===== src/rtl/gt_pkg.sv =====
// Shared definitions for the gammatone band filter: widths, register codes,
// the quarter-wave sine table and the structs passed between the filter blocks.
// No dependencies.
`timescale 1ns / 1ps

package gt_pkg;

    localparam int MAX_STAGES      = 8;
    localparam int SINE_TABLE_BITS = 10;
    localparam int STATE_WIDTH     = 24;
    localparam int STATE_FRAC      = STATE_WIDTH - 4;

    localparam int SAMPLE_W    = 16;
    localparam int COEF_W      = 18;
    localparam int COEF_FRAC   = 15;
    localparam int GAIN_W      = 16;
    localparam int GAIN_FRAC   = 12;
    localparam int PHASE_W     = 32;
    localparam int STAGE_CNT_W = 4;
    localparam int EFF_W       = $clog2(MAX_STAGES + 1);
    localparam int CFG_DATA_W  = 32;
    localparam int CFG_INDEX_W = 3;

    localparam int QUARTER   = 1 << (SINE_TABLE_BITS - 2);
    localparam int QUARTER_W = SINE_TABLE_BITS - 2;

    localparam logic [63:0] PI_Q30  = 64'd3373259426;
    localparam logic [63:0] ONE_Q30 = 64'd1 << 30;

    typedef enum logic [CFG_INDEX_W-1:0] {
        REG_PHASE_STEP    = 3'd0,
        REG_COEF_REAL     = 3'd1,
        REG_COEF_IMAG     = 3'd2,
        REG_OUTPUT_GAIN   = 3'd3,
        REG_ACTIVE_STAGES = 3'd4
    } cfg_reg_t;

    typedef struct packed {
        logic                          valid;
        logic                          clip;
        logic signed [STATE_WIDTH-1:0] re;
        logic signed [STATE_WIDTH-1:0] im;
    } gt_link_t;

    typedef struct packed {
        logic                       valid;
        logic                       clip;
        logic signed [SAMPLE_W-1:0] sample;
    } gt_result_t;

    typedef logic [SAMPLE_W-1:0] qtab_t [QUARTER];

    // Q15 sine of (pi/2 * q / QUARTER) from a Q30 Taylor series.
    function automatic logic [SAMPLE_W-1:0] quarter_sine(input logic [63:0] q);
        logic [63:0] x;
        logic [63:0] x2;
        logic [63:0] t;
        logic [63:0] s;
        x  = (PI_Q30 * q + 64'(QUARTER)) >> (SINE_TABLE_BITS - 1);
        x2 = (x * x) >> 30;
        t  = ONE_Q30;
        t  = ONE_Q30 - ((x2 * t) >> 30) / 64'd156;
        t  = ONE_Q30 - ((x2 * t) >> 30) / 64'd110;
        t  = ONE_Q30 - ((x2 * t) >> 30) / 64'd72;
        t  = ONE_Q30 - ((x2 * t) >> 30) / 64'd42;
        t  = ONE_Q30 - ((x2 * t) >> 30) / 64'd20;
        t  = ONE_Q30 - ((x2 * t) >> 30) / 64'd6;
        s  = (x * t) >> 30;
        s  = (s + 64'd16384) >> 15;
        if (s > 64'd32767)
        begin
            s = 64'd32767;
        end
        return s[SAMPLE_W-1:0];
    endfunction

    function automatic qtab_t build_qtab();
        qtab_t tab;
        for (int i = 0; i < QUARTER; i++)
        begin
            tab[i] = quarter_sine(64'(i));
        end
        return tab;
    endfunction

    localparam qtab_t QTAB = build_qtab();
    localparam logic [SAMPLE_W-1:0] QPEAK = quarter_sine(64'(QUARTER));

    // Full-turn sine from the quarter table by symmetry.
    function automatic logic signed [SAMPLE_W-1:0] sine_lookup(
        input logic [SINE_TABLE_BITS-1:0] idx);
        logic [QUARTER_W-1:0] q;
        logic [QUARTER_W-1:0] qn;
        logic [SAMPLE_W-1:0]  mag;
        q  = idx[QUARTER_W-1:0];
        qn = '0 - q;
        if (idx[SINE_TABLE_BITS-2])
        begin
            if (q == '0)
            begin
                mag = QPEAK;
            end
            else
            begin
                mag = QTAB[qn];
            end
        end
        else
        begin
            mag = QTAB[q];
        end
        if (idx[SINE_TABLE_BITS-1])
        begin
            return -$signed(mag);
        end
        return $signed(mag);
    endfunction

endpackage


===== src/rtl/gt_mix_up.sv =====
// Mix-up back end: rotates the last stage output back to the band, applies
// the output gain and saturates to 16 bits. Depends on gt_pkg.
`timescale 1ns / 1ps

module gt_mix_up (
    input  logic                                clk,
    input  logic                                rst_n,
    input  gt_pkg::gt_link_t                    link_in,
    input  logic signed [gt_pkg::SAMPLE_W-1:0]  sin_val,
    input  logic signed [gt_pkg::SAMPLE_W-1:0]  cos_val,
    input  logic signed [gt_pkg::GAIN_W-1:0]    gain,
    output gt_pkg::gt_result_t                  result
);

    localparam int UP_PROD_W   = gt_pkg::SAMPLE_W + gt_pkg::STATE_WIDTH;
    localparam int UP_DIFF_W   = UP_PROD_W + 1;
    localparam int MIX_W       = UP_DIFF_W - gt_pkg::STATE_FRAC;
    localparam int GAIN_PROD_W = MIX_W + gt_pkg::GAIN_W;
    localparam logic signed [UP_DIFF_W-1:0] UP_HALF =
        UP_DIFF_W'(1) <<< (gt_pkg::STATE_FRAC - 1);
    localparam logic signed [GAIN_PROD_W-1:0] GAIN_HALF =
        GAIN_PROD_W'(1) <<< (gt_pkg::GAIN_FRAC - 1);
    localparam logic signed [GAIN_PROD_W-1:0] OUT_HI =
        GAIN_PROD_W'((64'sd1 <<< (gt_pkg::SAMPLE_W - 1)) - 64'sd1);
    localparam logic signed [GAIN_PROD_W-1:0] OUT_LO = -OUT_HI - GAIN_PROD_W'(1);

    logic signed [UP_PROD_W-1:0]   pc_reg;
    logic signed [UP_PROD_W-1:0]   ps_reg;
    logic signed [MIX_W-1:0]       mixed_reg;
    logic signed [GAIN_PROD_W-1:0] gp_reg;
    logic                          a_v_reg;
    logic                          b_v_reg;
    logic                          c_v_reg;
    logic                          a_clip_reg;
    logic                          b_clip_reg;
    logic                          c_clip_reg;
    gt_pkg::gt_result_t            result_reg;

    logic signed [UP_DIFF_W-1:0]   diff;
    logic signed [UP_DIFF_W-1:0]   diff_sh;
    logic signed [GAIN_PROD_W-1:0] g_sh;
    logic signed [gt_pkg::SAMPLE_W-1:0] y;
    logic                          y_sat;

    always_comb
    begin
        diff    = UP_DIFF_W'(pc_reg) - UP_DIFF_W'(ps_reg) + UP_HALF;
        diff_sh = diff >>> gt_pkg::STATE_FRAC;
        g_sh    = (gp_reg + GAIN_HALF) >>> gt_pkg::GAIN_FRAC;
        y       = g_sh[gt_pkg::SAMPLE_W-1:0];
        y_sat   = 1'b0;
        if (g_sh > OUT_HI)
        begin
            y     = OUT_HI[gt_pkg::SAMPLE_W-1:0];
            y_sat = 1'b1;
        end
        else if (g_sh < OUT_LO)
        begin
            y     = OUT_LO[gt_pkg::SAMPLE_W-1:0];
            y_sat = 1'b1;
        end
    end

    always_ff @(posedge clk or negedge rst_n)
    begin
        if (!rst_n)
        begin
            a_v_reg    <= 1'b0;
            b_v_reg    <= 1'b0;
            c_v_reg    <= 1'b0;
            result_reg <= '0;
        end
        else
        begin
            a_v_reg           <= link_in.valid;
            b_v_reg           <= a_v_reg;
            c_v_reg           <= b_v_reg;
            result_reg.valid  <= c_v_reg;
            result_reg.clip   <= c_clip_reg | y_sat;
            result_reg.sample <= y;
        end
    end

    always_ff @(posedge clk)
    begin
        pc_reg     <= cos_val * link_in.re;
        ps_reg     <= sin_val * link_in.im;
        a_clip_reg <= link_in.clip;
        mixed_reg  <= diff_sh[MIX_W-1:0];
        b_clip_reg <= a_clip_reg;
        gp_reg     <= mixed_reg * gain;
        c_clip_reg <= b_clip_reg;
    end

    assign result = result_reg;

endmodule


===== config.mk =====
export PLATFORM = sky130hd
export DESIGN_NAME = gt_mix_up
export DESIGN_NICKNAME = d
export VERILOG_FILES = /design/src/rtl/gt_pkg.sv /design/src/rtl/gt_mix_up.sv
export SDC_FILE = /design/constraint.sdc
export NUM_CORES = 2
export LEC_CHECK = 0
export BUFFER_PORTS_ARGS = -buffer_cell sky130_fd_sc_hd__buf_2
export CAP_MARGIN = 10
export CORE_AREA = 2 2 290 292
export CTS_CLUSTER_SIZE = 16
export DETAILED_ROUTE_END_ITERATION = 12
export DIE_AREA = 0 0 292 294
export GPL_TIMING_DRIVEN = 0
export HOLD_SLACK_MARGIN = 0.12
export PLACE_DENSITY = 0.68
export SKIP_CTS_REPAIR_TIMING = 1
export SYNTH_ARGS = -nofsm -noshare
export SYNTH_HDL_FRONTEND = slang
export SYNTH_SLANG_ARGS = --single-unit

===== constraint.sdc =====
create_clock -name clk -period 7.43 [get_ports clk]
set_clock_uncertainty 0.1 [all_clocks]
set_input_delay 1.1145 -clock clk [delete_from_list [all_inputs] [get_ports clk]]
set_output_delay 1.1145 -clock clk [all_outputs]
set_load 0.01 [all_outputs]

; Word-level counts from Yosys, hierarchy flattened
; Cells that the tools add are included.
[word_totals]
ff_bits = 162
out_inout_bits = 18
word_cells = 26
input_bits = 100
[classes]
mul = 3
mux = 4
magnitude_cmp = 2
n_bitwise = 1
add_sub_neg = 3
[op_table]
columns = op, count
row1 = $mul 16x24->40, 2
row2 = $add 41x21->41 const B, 1
row3 = $sub 40x40->41, 1
row4 = $add 37x13->37 const B, 1
row5 = $mul 21x16->37, 1
row6 = $mux 16, 2
row7 = $gt 25x16->1 const B, 1
row8 = $lt 25x16->1 const B, 1
row9 = $mux 1, 2
row10 = $or 1x1->1, 1

; Logic depth before layout (Yosys ltp)
[logic_depth]
depth_word = 5
depth_mapped = 26
mapped_depth_nobuf = 25

; Worst setup path before layout
; OpenSTA, ideal clock, no wires.
[synth_timing]
path_kind = input-to-reg
start = input port gain[1] (netlist name)
end = register gp_reg[36]
path_buffers = 2
setup_time_ps = 72
required_ps = 7258
stages = 25
arrival_ps = 7228
setup_slack_ps = 29
path_cell_list = clkbuf_1 clkbuf_1 nand2_1 fa_1 inv_1 fa_1 inv_1 fa_1 inv_1 fa_1 fa_1 inv_1 fa_1 inv_1 ha_1 a21o_1 a21o_1 a21o_1 a221o_1 a21o_1 a41oi_2 a31oi_1 o41a_1 a21oi_1 xnor2_1
[synth_between]
elab_chain_len = 1
[synth_lines]
columns = element, line_no
row1 = from (decl), gt_mix_up.sv:11  ; input logic signed [gt_pkg::GAIN_W-1:0] gain,
row2 = $mul 21x16->37, gt_mix_up.sv:91  ; gp_reg <= mixed_reg * gain;
row3 = to (signal assigned), gt_mix_up.sv:91
row4 = to (decl), gt_mix_up.sv:30  ; logic signed [GAIN_PROD_W-1:0] gp_reg;
; No other way between the ends.

; Worst setup path in the final report
[layout_timing]
start = input port cos_val[3] (netlist name)
end = register pc_reg[38]
[layout_between]
elab_chain_len = 1
[layout_lines]
columns = element, line_no
row1 = from (decl), gt_mix_up.sv:10  ; input logic signed [gt_pkg::SAMPLE_W-1:0] cos_val,
row2 = $mul 16x24->40, gt_mix_up.sv:86  ; pc_reg <= cos_val * link_in.re;
row3 = to (signal assigned), gt_mix_up.sv:86
row4 = to (decl), gt_mix_up.sv:27  ; logic signed [UP_PROD_W-1:0] pc_reg;
; No other way between the ends.

==> metrics.txt <==
Synth top cells by count=inv_1, fa_1, nand2_1, and2_1, ha_1; post-layout min period=approximately 7200 ps; Fmax=~140 MHz; final net count=approximately 6600; Max stage delay on crit path=approximately 550 ps; largest net degree at the start of global routing=22; Root Buffer=clkbuf_16; Critical Path AT=7520 ps; post-DP HPWL=slightly below 100000 µm; number of global-route vias before repair=between 30000 and 40000; ranking of synthesized cells by area=fa_1, inv_1, ha_1, and2_1, dfxtp_1; final setup fails=0; Die X-Extent=slightly below 300 µm; data required time at the worst endpoint=around 7700 ps; synth warn=0; Die Y=294 µm; Port Buffer Count=between 100 and 150; drt total wl=~110000 µm; Cells after Synth=slightly below 5000; main flop type after synthesis=dfxtp_1; max_slew headroom=0.418; grt ovf=0; period utilisation layout=0.975; final hold vios=0; Crit Path Max Fanout=10; total number of H-tree levels=4; vias=about 33000; Seq/Total Area, Yosys=0.0695; clock sinks=between 150 and 200; worst path cell trace=buf_2 -> clkbuf_2 -> nand2_1 -> fa_1 -> fa_1 -> fa_1 -> fa_1 -> inv_1 -> fa_1 -> fa_1 -> ha_1 -> a21oi_1 -> o21ai_1 -> a221oi_2 -> o32ai_1 -> nor3_2 -> a21oi_1 -> and2_1 -> a311o_1 -> a21oi_1 -> xnor2_1; Area Growth Syn to Fin=6.67%; EDFF count, synth=0; crit-path leading delay family=adder cells; CP max-delay cell=fa_1; most common cell in the netlist=inv_1; transition time of the tightest slew-check pin=about 870 ps; status=completed; post-route DRC violation count=0; post-synthesis register bit count=151; CORE AREA=between 0.08 and 0.09 mm²; Num CTS Buffers=17; # rows=106; gr usage total=0.279; Tightest Hold Check Type=reg2reg; share of cells above drive strength 1=0.0648; clock latency on the worst-skew pair=around 460 ps; initial DRC count=1988; max cap viols=0; Placer Congestion=slightly below 1; synthesized area=between 0.04 and 0.05 mm²; synth unique cells=slightly above 80; ANT nets after route=0; Slew Viols, Final=0; Mapped Avg Cell Area=9.09 µm²; Vias per Instance=between 5 and 6; Worst setup EP type=register; Post-Layout Cell Count=around 6000; post-DR wirelength/cell=about 18 µm; CP Launch Type=input port; first-pass GRT wire length=about 190000 µm; Starting Density=0.543; placed insts=around 6100; Yosys top cell area share=0.480; Buf+Inv Stages, Crit Path=3; Clock transition at path regs=approximately 60 ps; clock buffer depth=2; initial antenna violation count=2; router iterations before antenna repair=6; CTS tree=built; die area=0.0858 mm²; Async SR Flop Fraction=0.139; io pins=between 100 and 150; Crit path top cell by count=fa_1; syn_nets=around 6500; Setup Crit Path Kind=in2reg; cell accounting for the most synthesized area=fa_1
[per-layer routing]
layer,track usage,vias to the layer above,routed length [µm]
li1,-,14681,-
met1,0.346,16585,44200
met2,0.491,1157,57100
met3,0.0377,334,7150
met4,0.116,2,5410
met5,0,-,10
[worst reg2reg max path, stage by stage, from the launching register on]
cell	delay [ps]
dfxtp_1	500
clkbuf_1	540
nand2_1	160
fa_1	510
inv_1	60
fa_1	510
inv_1	60
fa_1	580
inv_1	70
fa_1	480
inv_1	50
fa_1	470
inv_1	50
fa_1	390
ha_1	380
a21o_1	180
a21o_1	170
a21o_1	200
a221o_1	390
a21o_1	230
a41oi_4	210
a31oi_4	140
o41a_1	370
a21oi_1	180
xnor2_1	150
[worst paths after layout]
path                       depth (start not counted)  slack [ps]          from          to
setup / recovery                                  21         180    cos_val[3]  pc_reg[38]
hold / removal                                     0         230    b_clip_reg  c_clip_reg
setup reg to reg                                  24         240  mixed_reg[5]  gp_reg[36]
hold reg to reg                                    0         230    b_clip_reg  c_clip_reg
max in group asynchronous                          1        6400         rst_n   result[5]
min in group asynchronous                          1         510         rst_n   result[0]
[metrics by stage]
| step | cell area [µm²] | utilization | setup slack [ps] | hold WS (ps) | setup TNS [ps] |
|---|---|---|---|---|---|
| CTS | 47500 | 0.573 | -709 | 236 | -9760 |
| detailed placement | 46900 | 0.566 | -1160 | 214 | -30090 |
| floorplan | 45000 | - | 29.4 | 210 | 0 |
| global placement | 46900 | 0.566 | -1130 | 223 | -27480 |
| finish | 48000 | 0.579 | 183 | 234 | 0 |
| global route | 48000 | 0.579 | -13.3 | 249 | -23.1 |
[logic make-up after synthesis]
logic type / share of synthesized area
mux: 0.000445
simple gates: 0.147
compound gates: 0.0501
flops: 0.0695
buf+inv: 0.124
fa+ha+maj: 0.581
xor+xnor: 0.0284
[placed cells by master (no fill, tap or decap), types with 4 or more instances in the layout]
cell type,count
nand3_1,27
nand2_1,673
o31ai_1,6
clkbuf_16,17
dfrtp_1,21
clkbuf_2,80
o21ai_1,8
a21boi_0,4
a211oi_1,13
clkbuf_4,18
and4_1,4
xor2_1,36
nand2b_1,32
nand4_1,13
nor2_1,130
inv_1,1306
a21oi_1,95
dfxtp_1,129
buf_4,18
nor4_1,6
nor2b_1,11
and3_1,10
ha_1,360
buf_2,128
clkbuf_1,36
a21o_1,38
buf_6,6
a31oi_1,7
a2111oi_0,5
and2_1,427
clkinv_4,4
o22ai_1,4
o21a_1,22
nor3_1,21
fa_1,1076
xnor2_1,110
o21ai_0,74
o21bai_1,9
o211ai_1,7
[layout make-up]
type | instances | area (µm²)
multi-input cells | 3315 | 36500
fillers | 7426 | 34900
inverters | 1307 | 4910
flip-flops and latches | 151 | 3130
well taps | 1080 | 1350
plain buffers | 161 | 871
repair buffers | 123 | 636
clock buffers | 21 | 450
clock inverters | 11 | 150
diodes | 3 | 7.51
Power is not shown: default switching activity piles up to over one toggle a cycle in this logic, so the estimate is an artifact.
