==> config.mk <==
export PLATFORM = sky130hd
export DESIGN_NAME = gt_mix_down
export DESIGN_NICKNAME = d
export VERILOG_FILES = /design/src/rtl/gt_pkg.sv /design/src/rtl/gt_mix_down.sv
export SDC_FILE = /design/constraint.sdc
export NUM_CORES = 2
export LEC_CHECK = 0
export ABC_AREA = 0
export BUFFER_PORTS_ARGS = -buffer_cell sky130_fd_sc_hd__buf_2
export CAP_MARGIN = 5
export CORE_MARGIN = 2
export CORE_UTILIZATION = 45
export CTS_CLUSTER_SIZE = 12
export DETAILED_ROUTE_END_ITERATION = 10
export PLACE_DENSITY_LB_ADDON = 0.15
export RECOVER_POWER = 25
export SLEW_MARGIN = 20
export SYNTH_ARGS = -nofsm -noshare
export SYNTH_HDL_FRONTEND = slang
export SYNTH_SLANG_ARGS = --single-unit
==> constraint.sdc <==
create_clock -name clk -period 30.2 [get_ports clk]
set_input_delay 6.04 -clock clk [delete_from_list [all_inputs] [get_ports clk]]
set_output_delay 6.04 -clock clk [all_outputs]
set_load 0.1 [all_outputs]
==> src/rtl/gt_pkg.sv <==
// Shared definitions for the gammatone band filter: widths, register codes,
// the quarter-wave sine table and the structs passed between the filter blocks.
// No dependencies.
`timescale 1ns / 1ps

package gt_pkg;

    localparam int MAX_STAGES      = 8;
    localparam int SINE_TABLE_BITS = 10;
    localparam int STATE_WIDTH     = 24;
    localparam int STATE_FRAC      = STATE_WIDTH - 4;

    localparam int SAMPLE_W    = 16;
    localparam int COEF_W      = 18;
    localparam int COEF_FRAC   = 15;
    localparam int GAIN_W      = 16;
    localparam int GAIN_FRAC   = 12;
    localparam int PHASE_W     = 32;
    localparam int STAGE_CNT_W = 4;
    localparam int EFF_W       = $clog2(MAX_STAGES + 1);
    localparam int CFG_DATA_W  = 32;
    localparam int CFG_INDEX_W = 3;

    localparam int QUARTER   = 1 << (SINE_TABLE_BITS - 2);
    localparam int QUARTER_W = SINE_TABLE_BITS - 2;

    localparam logic [63:0] PI_Q30  = 64'd3373259426;
    localparam logic [63:0] ONE_Q30 = 64'd1 << 30;

    typedef enum logic [CFG_INDEX_W-1:0] {
        REG_PHASE_STEP    = 3'd0,
        REG_COEF_REAL     = 3'd1,
        REG_COEF_IMAG     = 3'd2,
        REG_OUTPUT_GAIN   = 3'd3,
        REG_ACTIVE_STAGES = 3'd4
    } cfg_reg_t;

    typedef struct packed {
        logic                          valid;
        logic                          clip;
        logic signed [STATE_WIDTH-1:0] re;
        logic signed [STATE_WIDTH-1:0] im;
    } gt_link_t;

    typedef struct packed {
        logic                       valid;
        logic                       clip;
        logic signed [SAMPLE_W-1:0] sample;
    } gt_result_t;

    typedef logic [SAMPLE_W-1:0] qtab_t [QUARTER];

    // Q15 sine of (pi/2 * q / QUARTER) from a Q30 Taylor series.
    function automatic logic [SAMPLE_W-1:0] quarter_sine(input logic [63:0] q);
        logic [63:0] x;
        logic [63:0] x2;
        logic [63:0] t;
        logic [63:0] s;
        x  = (PI_Q30 * q + 64'(QUARTER)) >> (SINE_TABLE_BITS - 1);
        x2 = (x * x) >> 30;
        t  = ONE_Q30;
        t  = ONE_Q30 - ((x2 * t) >> 30) / 64'd156;
        t  = ONE_Q30 - ((x2 * t) >> 30) / 64'd110;
        t  = ONE_Q30 - ((x2 * t) >> 30) / 64'd72;
        t  = ONE_Q30 - ((x2 * t) >> 30) / 64'd42;
        t  = ONE_Q30 - ((x2 * t) >> 30) / 64'd20;
        t  = ONE_Q30 - ((x2 * t) >> 30) / 64'd6;
        s  = (x * t) >> 30;
        s  = (s + 64'd16384) >> 15;
        if (s > 64'd32767)
        begin
            s = 64'd32767;
        end
        return s[SAMPLE_W-1:0];
    endfunction

    function automatic qtab_t build_qtab();
        qtab_t tab;
        for (int i = 0; i < QUARTER; i++)
        begin
            tab[i] = quarter_sine(64'(i));
        end
        return tab;
    endfunction

    localparam qtab_t QTAB = build_qtab();
    localparam logic [SAMPLE_W-1:0] QPEAK = quarter_sine(64'(QUARTER));

    // Full-turn sine from the quarter table by symmetry.
    function automatic logic signed [SAMPLE_W-1:0] sine_lookup(
        input logic [SINE_TABLE_BITS-1:0] idx);
        logic [QUARTER_W-1:0] q;
        logic [QUARTER_W-1:0] qn;
        logic [SAMPLE_W-1:0]  mag;
        q  = idx[QUARTER_W-1:0];
        qn = '0 - q;
        if (idx[SINE_TABLE_BITS-2])
        begin
            if (q == '0)
            begin
                mag = QPEAK;
            end
            else
            begin
                mag = QTAB[qn];
            end
        end
        else
        begin
            mag = QTAB[q];
        end
        if (idx[SINE_TABLE_BITS-1])
        begin
            return -$signed(mag);
        end
        return $signed(mag);
    endfunction

endpackage

==> src/rtl/gt_mix_down.sv <==
// Oscillator and mix-down front end: phase accumulator, sine/cosine lookup
// and the complex product that feeds the first cell. Depends on gt_pkg.
`timescale 1ns / 1ps

module gt_mix_down (
    input  logic                                clk,
    input  logic                                rst_n,
    input  logic                                start,
    input  logic signed [gt_pkg::SAMPLE_W-1:0]  sample,
    input  logic [gt_pkg::PHASE_W-1:0]          phase_step,
    output gt_pkg::gt_link_t                    link,
    output logic signed [gt_pkg::SAMPLE_W-1:0]  sin_val,
    output logic signed [gt_pkg::SAMPLE_W-1:0]  cos_val
);

    localparam int PROD_W   = 2 * gt_pkg::SAMPLE_W;
    localparam int DN_SHIFT = 30 - gt_pkg::STATE_FRAC;
    localparam logic signed [PROD_W-1:0] DN_HALF = PROD_W'(1) <<< (DN_SHIFT - 1);

    logic [gt_pkg::PHASE_W-1:0]          phase_acc_reg;
    logic [gt_pkg::SINE_TABLE_BITS-1:0]  idx_reg;
    logic signed [gt_pkg::SAMPLE_W-1:0]  x_reg;
    logic                                lookup_v_reg;
    logic                                prod_v_reg;
    logic signed [gt_pkg::SAMPLE_W-1:0]  sin_reg;
    logic signed [gt_pkg::SAMPLE_W-1:0]  cos_reg;
    logic signed [PROD_W-1:0]            prod_c_reg;
    logic signed [PROD_W-1:0]            prod_s_reg;
    gt_pkg::gt_link_t                    link_reg;

    logic signed [gt_pkg::SAMPLE_W-1:0]  sn;
    logic signed [gt_pkg::SAMPLE_W-1:0]  cs;
    logic signed [PROD_W-1:0]            re_sum;
    logic signed [PROD_W-1:0]            im_sum;
    logic signed [PROD_W-1:0]            re_sh;
    logic signed [PROD_W-1:0]            im_sh;

    always_comb
    begin
        sn     = gt_pkg::sine_lookup(idx_reg);
        cs     = gt_pkg::sine_lookup(idx_reg + gt_pkg::SINE_TABLE_BITS'(gt_pkg::QUARTER));
        re_sum = prod_c_reg + DN_HALF;
        im_sum = -prod_s_reg + DN_HALF;
        re_sh  = re_sum >>> DN_SHIFT;
        im_sh  = im_sum >>> DN_SHIFT;
    end

    always_ff @(posedge clk or negedge rst_n)
    begin
        if (!rst_n)
        begin
            phase_acc_reg <= '0;
            lookup_v_reg  <= 1'b0;
            prod_v_reg    <= 1'b0;
            link_reg      <= '0;
        end
        else
        begin
            lookup_v_reg <= start;
            prod_v_reg   <= lookup_v_reg;
            if (start)
            begin
                phase_acc_reg <= phase_acc_reg + phase_step;
            end
            link_reg.valid <= prod_v_reg;
            link_reg.clip  <= 1'b0;
            link_reg.re    <= re_sh[gt_pkg::STATE_WIDTH-1:0];
            link_reg.im    <= im_sh[gt_pkg::STATE_WIDTH-1:0];
        end
    end

    always_ff @(posedge clk)
    begin
        if (start)
        begin
            x_reg   <= sample;
            idx_reg <= phase_acc_reg[gt_pkg::PHASE_W-1 -: gt_pkg::SINE_TABLE_BITS];
        end
        if (lookup_v_reg)
        begin
            sin_reg    <= sn;
            cos_reg    <= cs;
            prod_c_reg <= x_reg * cs;
            prod_s_reg <= x_reg * sn;
        end
    end

    assign link    = link_reg;
    assign sin_val = sin_reg;
    assign cos_val = cos_reg;

endmodule

=== After elaboration in Yosys (flattened, before gate mapping) ===
Memory sizes are Yosys's and may differ from the RTL's.
Cells that the tools add are included.

* Memory bits (read-only): 16384
* Flip-flop bits (word level): 201
* Logic and storage cells: 55
* Memories: 4
* Input bits: 51
* Output and inout port bits: 82

* Bitwise operators: 4
* Mux-type cells: 18
* $add $sub $neg: 9
* $mul: 2
* Magnitude comparators: 4
* Reduce and logical (&&, ||, !) cells: 2

{| class="wikitable"
|+ Memories
! name !! depth !! width !! read ports !! clocked after Yosys merged registers in !! wr ports !! RTL line !! source
|-
| (name not given) || 256 || 16 || 1 || 0 || 0 || gt_pkg.sv:110 || <nowiki>mag = QTAB[q];</nowiki>
|-
| (name not given) || 256 || 16 || 1 || 0 || 0 || gt_pkg.sv:105 || <nowiki>mag = QTAB[qn];</nowiki>
|-
| (name not given) || 256 || 16 || 1 || 0 || 0 || gt_pkg.sv:110 ||
|-
| (name not given) || 256 || 16 || 1 || 0 || 0 || gt_pkg.sv:105 ||
|}

{| class="wikitable"
|+ Operators with widths
! operator !! number
|-
| 2-to-1 mux 16 bit || 16
|-
| adder 32 x 11 -> 32 bit, second input constant || 2
|-
| multiplier 16 x 16 -> 32 bit || 2
|-
| >= comparator 9 bit, second input constant || 4
|-
| inverter 8 -> 9 bit || 4
|-
| adder 32 bit || 1
|-
| negator 16 bit || 2
|-
| negator 32 bit || 1
|-
| logical NOT 8 bit || 2
|-
| subtractor 1 x 8 -> 8 bit, first input constant || 2
|-
| adder 10 x 9 -> 10 bit, second input constant || 1
|-
| 2-to-1 mux 1 bit || 2
|}

=== Logic depth before layout (Yosys ltp) ===
* Depth after elaboration: 12
* Depth in mapped cells: 54
* Gate-level depth less buffers: 44

=== Least setup slack after synthesis ===
No wires, ideal clock.

* Path type: register -> register
* Start: register idx_reg[0] in the netlist's numbering
* End: register prod_s_reg[30], data pin
* Arrival time: 11693 ps
* Data required time: 29942 ps
* Buffers on the path: 10
* Library setup time: 258 ps
* Slack: 18250 ps
* Stages on the path, launching flop included: 52
* Cell sequence: edfxtp_1 buf_2 buf_2 inv_1 clkbuf_1 ha_1 clkbuf_1 buf_2 inv_1 ha_1 buf_2 clkinv_1 clkbuf_1 clkbuf_1 ha_1 a31oi_1 a2111oi_0 a2111oi_0 [16 not listed] inv_1 fa_1 inv_1 fa_1 fa_1 inv_1 fa_1 inv_1 ha_1 a21o_1 a211oi_1 a21boi_0 a41o_1 a2111oi_0 nor3_1 or3_1 a21oi_1 xnor2_1

* Word-level cells in the longest chain between the ends: 11

{| class="wikitable"
|+ Ends and longest elaborated chain
! element !! RTL line !! source
|-
| start, declared || gt_mix_down.sv:21 || <nowiki>logic [gt_pkg::SINE_TABLE_BITS-1:0] idx_reg;</nowiki>
|-
| start signal, assigned || gt_mix_down.sv:77 || <nowiki>idx_reg <= phase_acc_reg[gt_pkg::PHASE_W-1 -: gt_pkg::SINE_TABLE_BITS];</nowiki>
|-
| subtractor 1 x 8 -> 8 bit || gt_pkg.sv:96 || <nowiki>qn = '0 - q;</nowiki>
|-
| inverter 8 -> 9 bit (not written as such) || gt_pkg.sv:105 ||
|-
| memory read (256 x 16 bit) || - ||
|-
| 2-to-1 mux 16 bit (not written as such) (2 in a row) || gt_pkg.sv:105 ||
|-
| 2-to-1 mux 16 bit || gt_pkg.sv:99 || <nowiki>if (q == '0)</nowiki>
|-
| 2-to-1 mux 16 bit (*) || gt_pkg.sv:97 || <nowiki>if (idx[SINE_TABLE_BITS-2])</nowiki>
|-
| negator 16 bit || gt_pkg.sv:114 || <nowiki>return -$signed(mag);</nowiki>
|-
| 2-to-1 mux 16 bit || gt_pkg.sv:112 || <nowiki>if (idx[SINE_TABLE_BITS-1])</nowiki>
|-
| 2-to-1 mux 16 bit (*) || gt_pkg.sv:116 || <nowiki>return $signed(mag);</nowiki>
|-
| net sn (one bit) || gt_mix_down.sv:31 || <nowiki>logic signed [gt_pkg::SAMPLE_W-1:0] sn;</nowiki>
|-
| multiplier 16 x 16 -> 32 bit (*) || gt_mix_down.sv:84 || <nowiki>prod_s_reg <= x_reg * sn;</nowiki>
|-
| end signal, assigned || gt_mix_down.sv:84 ||
|-
| end, declared || gt_mix_down.sv:28 || <nowiki>logic signed [PROD_W-1:0] prod_s_reg;</nowiki>
|}

Mark *: on every way through the listed nets, which the timed path passes. The rest lies on a longest branch. The select of a mux whose other input is x is not followed.
A chain may end at the register's enable or synchronous reset.

=== Final worst setup path ===
* Start: register idx_reg[0] in the netlist's numbering
* End: register prod_s_reg[30], data pin

* Word-level cells in the longest chain between the ends: 11

{| class="wikitable"
|+ Ends and longest elaborated chain
! element !! RTL line
|-
| subtractor 1 x 8 -> 8 bit || gt_pkg.sv:96
|-
| inverter 8 -> 9 bit (not written as such) || gt_pkg.sv:105
|-
| memory read (256 x 16 bit) || -
|-
| 2-to-1 mux 16 bit (not written as such) (2 in a row) || gt_pkg.sv:105
|-
| 2-to-1 mux 16 bit || gt_pkg.sv:99
|-
| 2-to-1 mux 16 bit (*) || gt_pkg.sv:97
|-
| negator 16 bit || gt_pkg.sv:114
|-
| 2-to-1 mux 16 bit || gt_pkg.sv:112
|-
| 2-to-1 mux 16 bit (*) || gt_pkg.sv:116
|-
| multiplier 16 x 16 -> 32 bit (*) || gt_mix_down.sv:84
|}

Every way passes the cells marked *; elsewhere a longest branch is shown, timed or not. The select of a mux whose other input is x is not followed.

==> key figures <==
Outcome
  • Status: finished with violations
  • Failing checks: max-capacitance violations, max-slew violations

Global routing
  • GR Util All Layers: 0.2917
  • Vias in the first global route: 32,666
  • Largest net degree at the start of global routing: 86
  • Initial antenna violation count: 2
  • First-pass GRT wire length: 195.5 mm
  • Final global-route overflow total: 0

Floorplan
  • Die Area: approximately 87,000 um2
  • # IOs: 133
  • Die extent in y: a little under 300 um
  • Core area: 83,820 um2
  • Initial Utilization: 0.4550
  • Die width: 295.1 um
  • Num rows: 106

Final layout
  • Most frequent cells in the layout: inv_1, fa_1, nand2_1
  • Fillers: between 8,000 and 9,000
  • Ratio of cells with drive above 1 in the final layout: 0.09493
  • Layout Utilization: 0.4805
  • ANT cells: 0
  • Synth-to-Final Area Change: 5.596%
  • Most common cell after layout, fill and taps aside: inv_1
  • Max reg flops: 45
  • Nets: 5,121

Detailed routing
  • Drt wl/cell: between 20 and 25 um
  • WL final: 124.2 mm
  • ANT nets after route: 0
  • DR pass1 iterations: 7
  • Via Count: 32,359
  • DRC Markers: 0
  • Vias/cell: between 5 and 6
  • Iter 0 DRT Violations: about 3,500

Yosys
  • Syn_area_per_cell: 8.738 um2
  • Syn nets: 5,180
  • Async SR Flop Fraction: 0.4115
  • Sequential-to-total area share from yosys stat: 0.1408
  • Share of the synthesized area in the top cell type: 0.2750
  • Synth area leader: fa_1
  • Largest cells by area after synthesis: fa_1, edfxtp_1, ha_1
  • Main synth FF type: edfxtp_1
  • Post-Synthesis Cells: 4,365
  • Post-synth cell types: between 100 and 150
  • Syn Std Cell Area: approximately 38,000 um2
  • Synth warn: 0
  • Post-synth EDFFs: 113
  • Number of synthesized register bits: 192

Critical path
  • R2R cell count: 45
  • CP most frequent cell: inv_1
  • Nature of the critical path startpoint: register
  • Crit. Startpoint: idx_reg[0]
  • CP peak stage delay: a little under 700 ps
  • Slowest cell on crit path: nor4_1
  • Worst EP arrival: roughly 14,000 ps
  • Path type of the worst setup path: register to register
  • CP max FO: 60
  • Crit end category: register
  • Reg2reg start: idx_reg[0]
  • WP data required: 30,470 ps

Clocking
  • Setup Fix Bufs, Post-CTS: 0
  • CTS tree: yes
  • CTS sink count: between 150 and 200
  • Post-CTS sizing: 0
  • Clock Path Buffers: 2
  • CTS Buf Count: 17
  • Htree depth: 4
  • Clk pin slew, worst setup/hold paths: 80 ps
  • Skew-Pair Late Insertion Delay: 520 ps
  • Cts hold-fix bufs: 0
  • Clock Root Buffer: clkbuf_16

Timing
  • Worst slew pin tran: roughly 3300 ps
  • Relative slew slack: -1.190
  • Fin worst setup slack: 16,410 ps
  • Setup violation total in the final timing report: 0
  • Total negative slack: 0 ps
  • Final slew viol count: 91
  • Hold WS: 363.9 ps
  • Final-report hold violation count: 0
  • Post-Route Skew: 15.20 ps
  • Fin crit period: 13,790 ps
  • Tcrit/Tclk final: 0.4565
  • RSZ-0062 raised after global routing: false
  • Fmax achieved: 72.54 MHz

Hold path
  • HP Class: register to register
  • Hold path cells: 0
  • Hold Crit Start: prod_v_reg

Place
  • GP Congestion: between 1 and 1.5
  • I/O Buffers: 131
  • Place WS: between 15,000 and 20,000 ps
  • Dpl hpwl: 90.16 mm

Job
  • Max_cap viols: 2
metal layers:
metal  GRT usage  vias up  share of wire
li1            -    14516              -
met3     0.06119      322          0.086
met4      0.1221        2          0.045
met5           0        -        0.00010
met2      0.4370     1494           0.43
met1      0.4097    16025           0.44
path summary, 6_finish.rpt:
| check | to | slack (ps) |
|---|---|---|
| max | prod_s_reg[30] | 16410 |
| min | link[49] | 360 |
| max reg2reg | prod_s_reg[30] | 16410 |
| min reg2reg | link[49] | 360 |
| max in group asynchronous | link[37] | 23570 |
| min in group asynchronous | link[4] | 5410 |
cell families after synthesis:
logic type / synth area share
compound gates: 0.1622
xor+xnor: 0.03828
fa+ha+maj: 0.3540
buf+inv: 0.09861
flops: 0.1408
mux: 0.03408
other cells: 0.00009832
simple gates: 0.1720
Yosys cell counts, types with 52 or more instances:
master    count
inv_1       632
clkbuf_1    186
a21oi_1     211
fa_1        524
dfrtp_1      79
o21ai_0     154
a211oi_1     55
edfxtp_1    113
and2_1      206
ha_1        240
a31oi_1      52
buf_2        96
nand2_1     415
nand3_1      74
o211ai_1     57
nor3_1       74
xnor2_1     115
nor2b_1     101
nor2_1      209
metrics by stage:
step / cells / instance area (um2)
after floorplan: 4365 / 38140
after global placement: 5421 / 39710
after detailed placement: 5421 / 39710
after CTS: 5453 / 40280
after global routing: 5453 / 40280
final: 5453 / 40280
cell type report:
class / count / area (um2) / share of cell area
repair buffers: 234 / 1430 / 0.03551
well taps: 1134 / 1419 / 0.03523
clock buffers: 18 / 429.2 / 0.01066
inverters: 638 / 2395 / 0.05946
clock inverters: 14 / 142.6 / 0.003541
flip-flops and latches: 192 / 5370 / 0.1333
multi-input cells: 3223 / 29090 / 0.7223
critical path, delay by kind of cell, from the launching register on:
family / cells / cell delay, ps
adder cells (fa/ha/maj): 10 / 4130
XOR/XNOR: 2 / 560
buffers and inverters: 13 / 3380
multiplexers: 1 / 460
AND/OR/NAND/NOR: 9 / 2190
AO/OA/AOI/OAI: 10 / 2350
flip-flops: 1 / 330
Power is left out: the tool's default activity adds up to more than one toggle a clock period on the data nets, which glitch-free logic cannot reach.
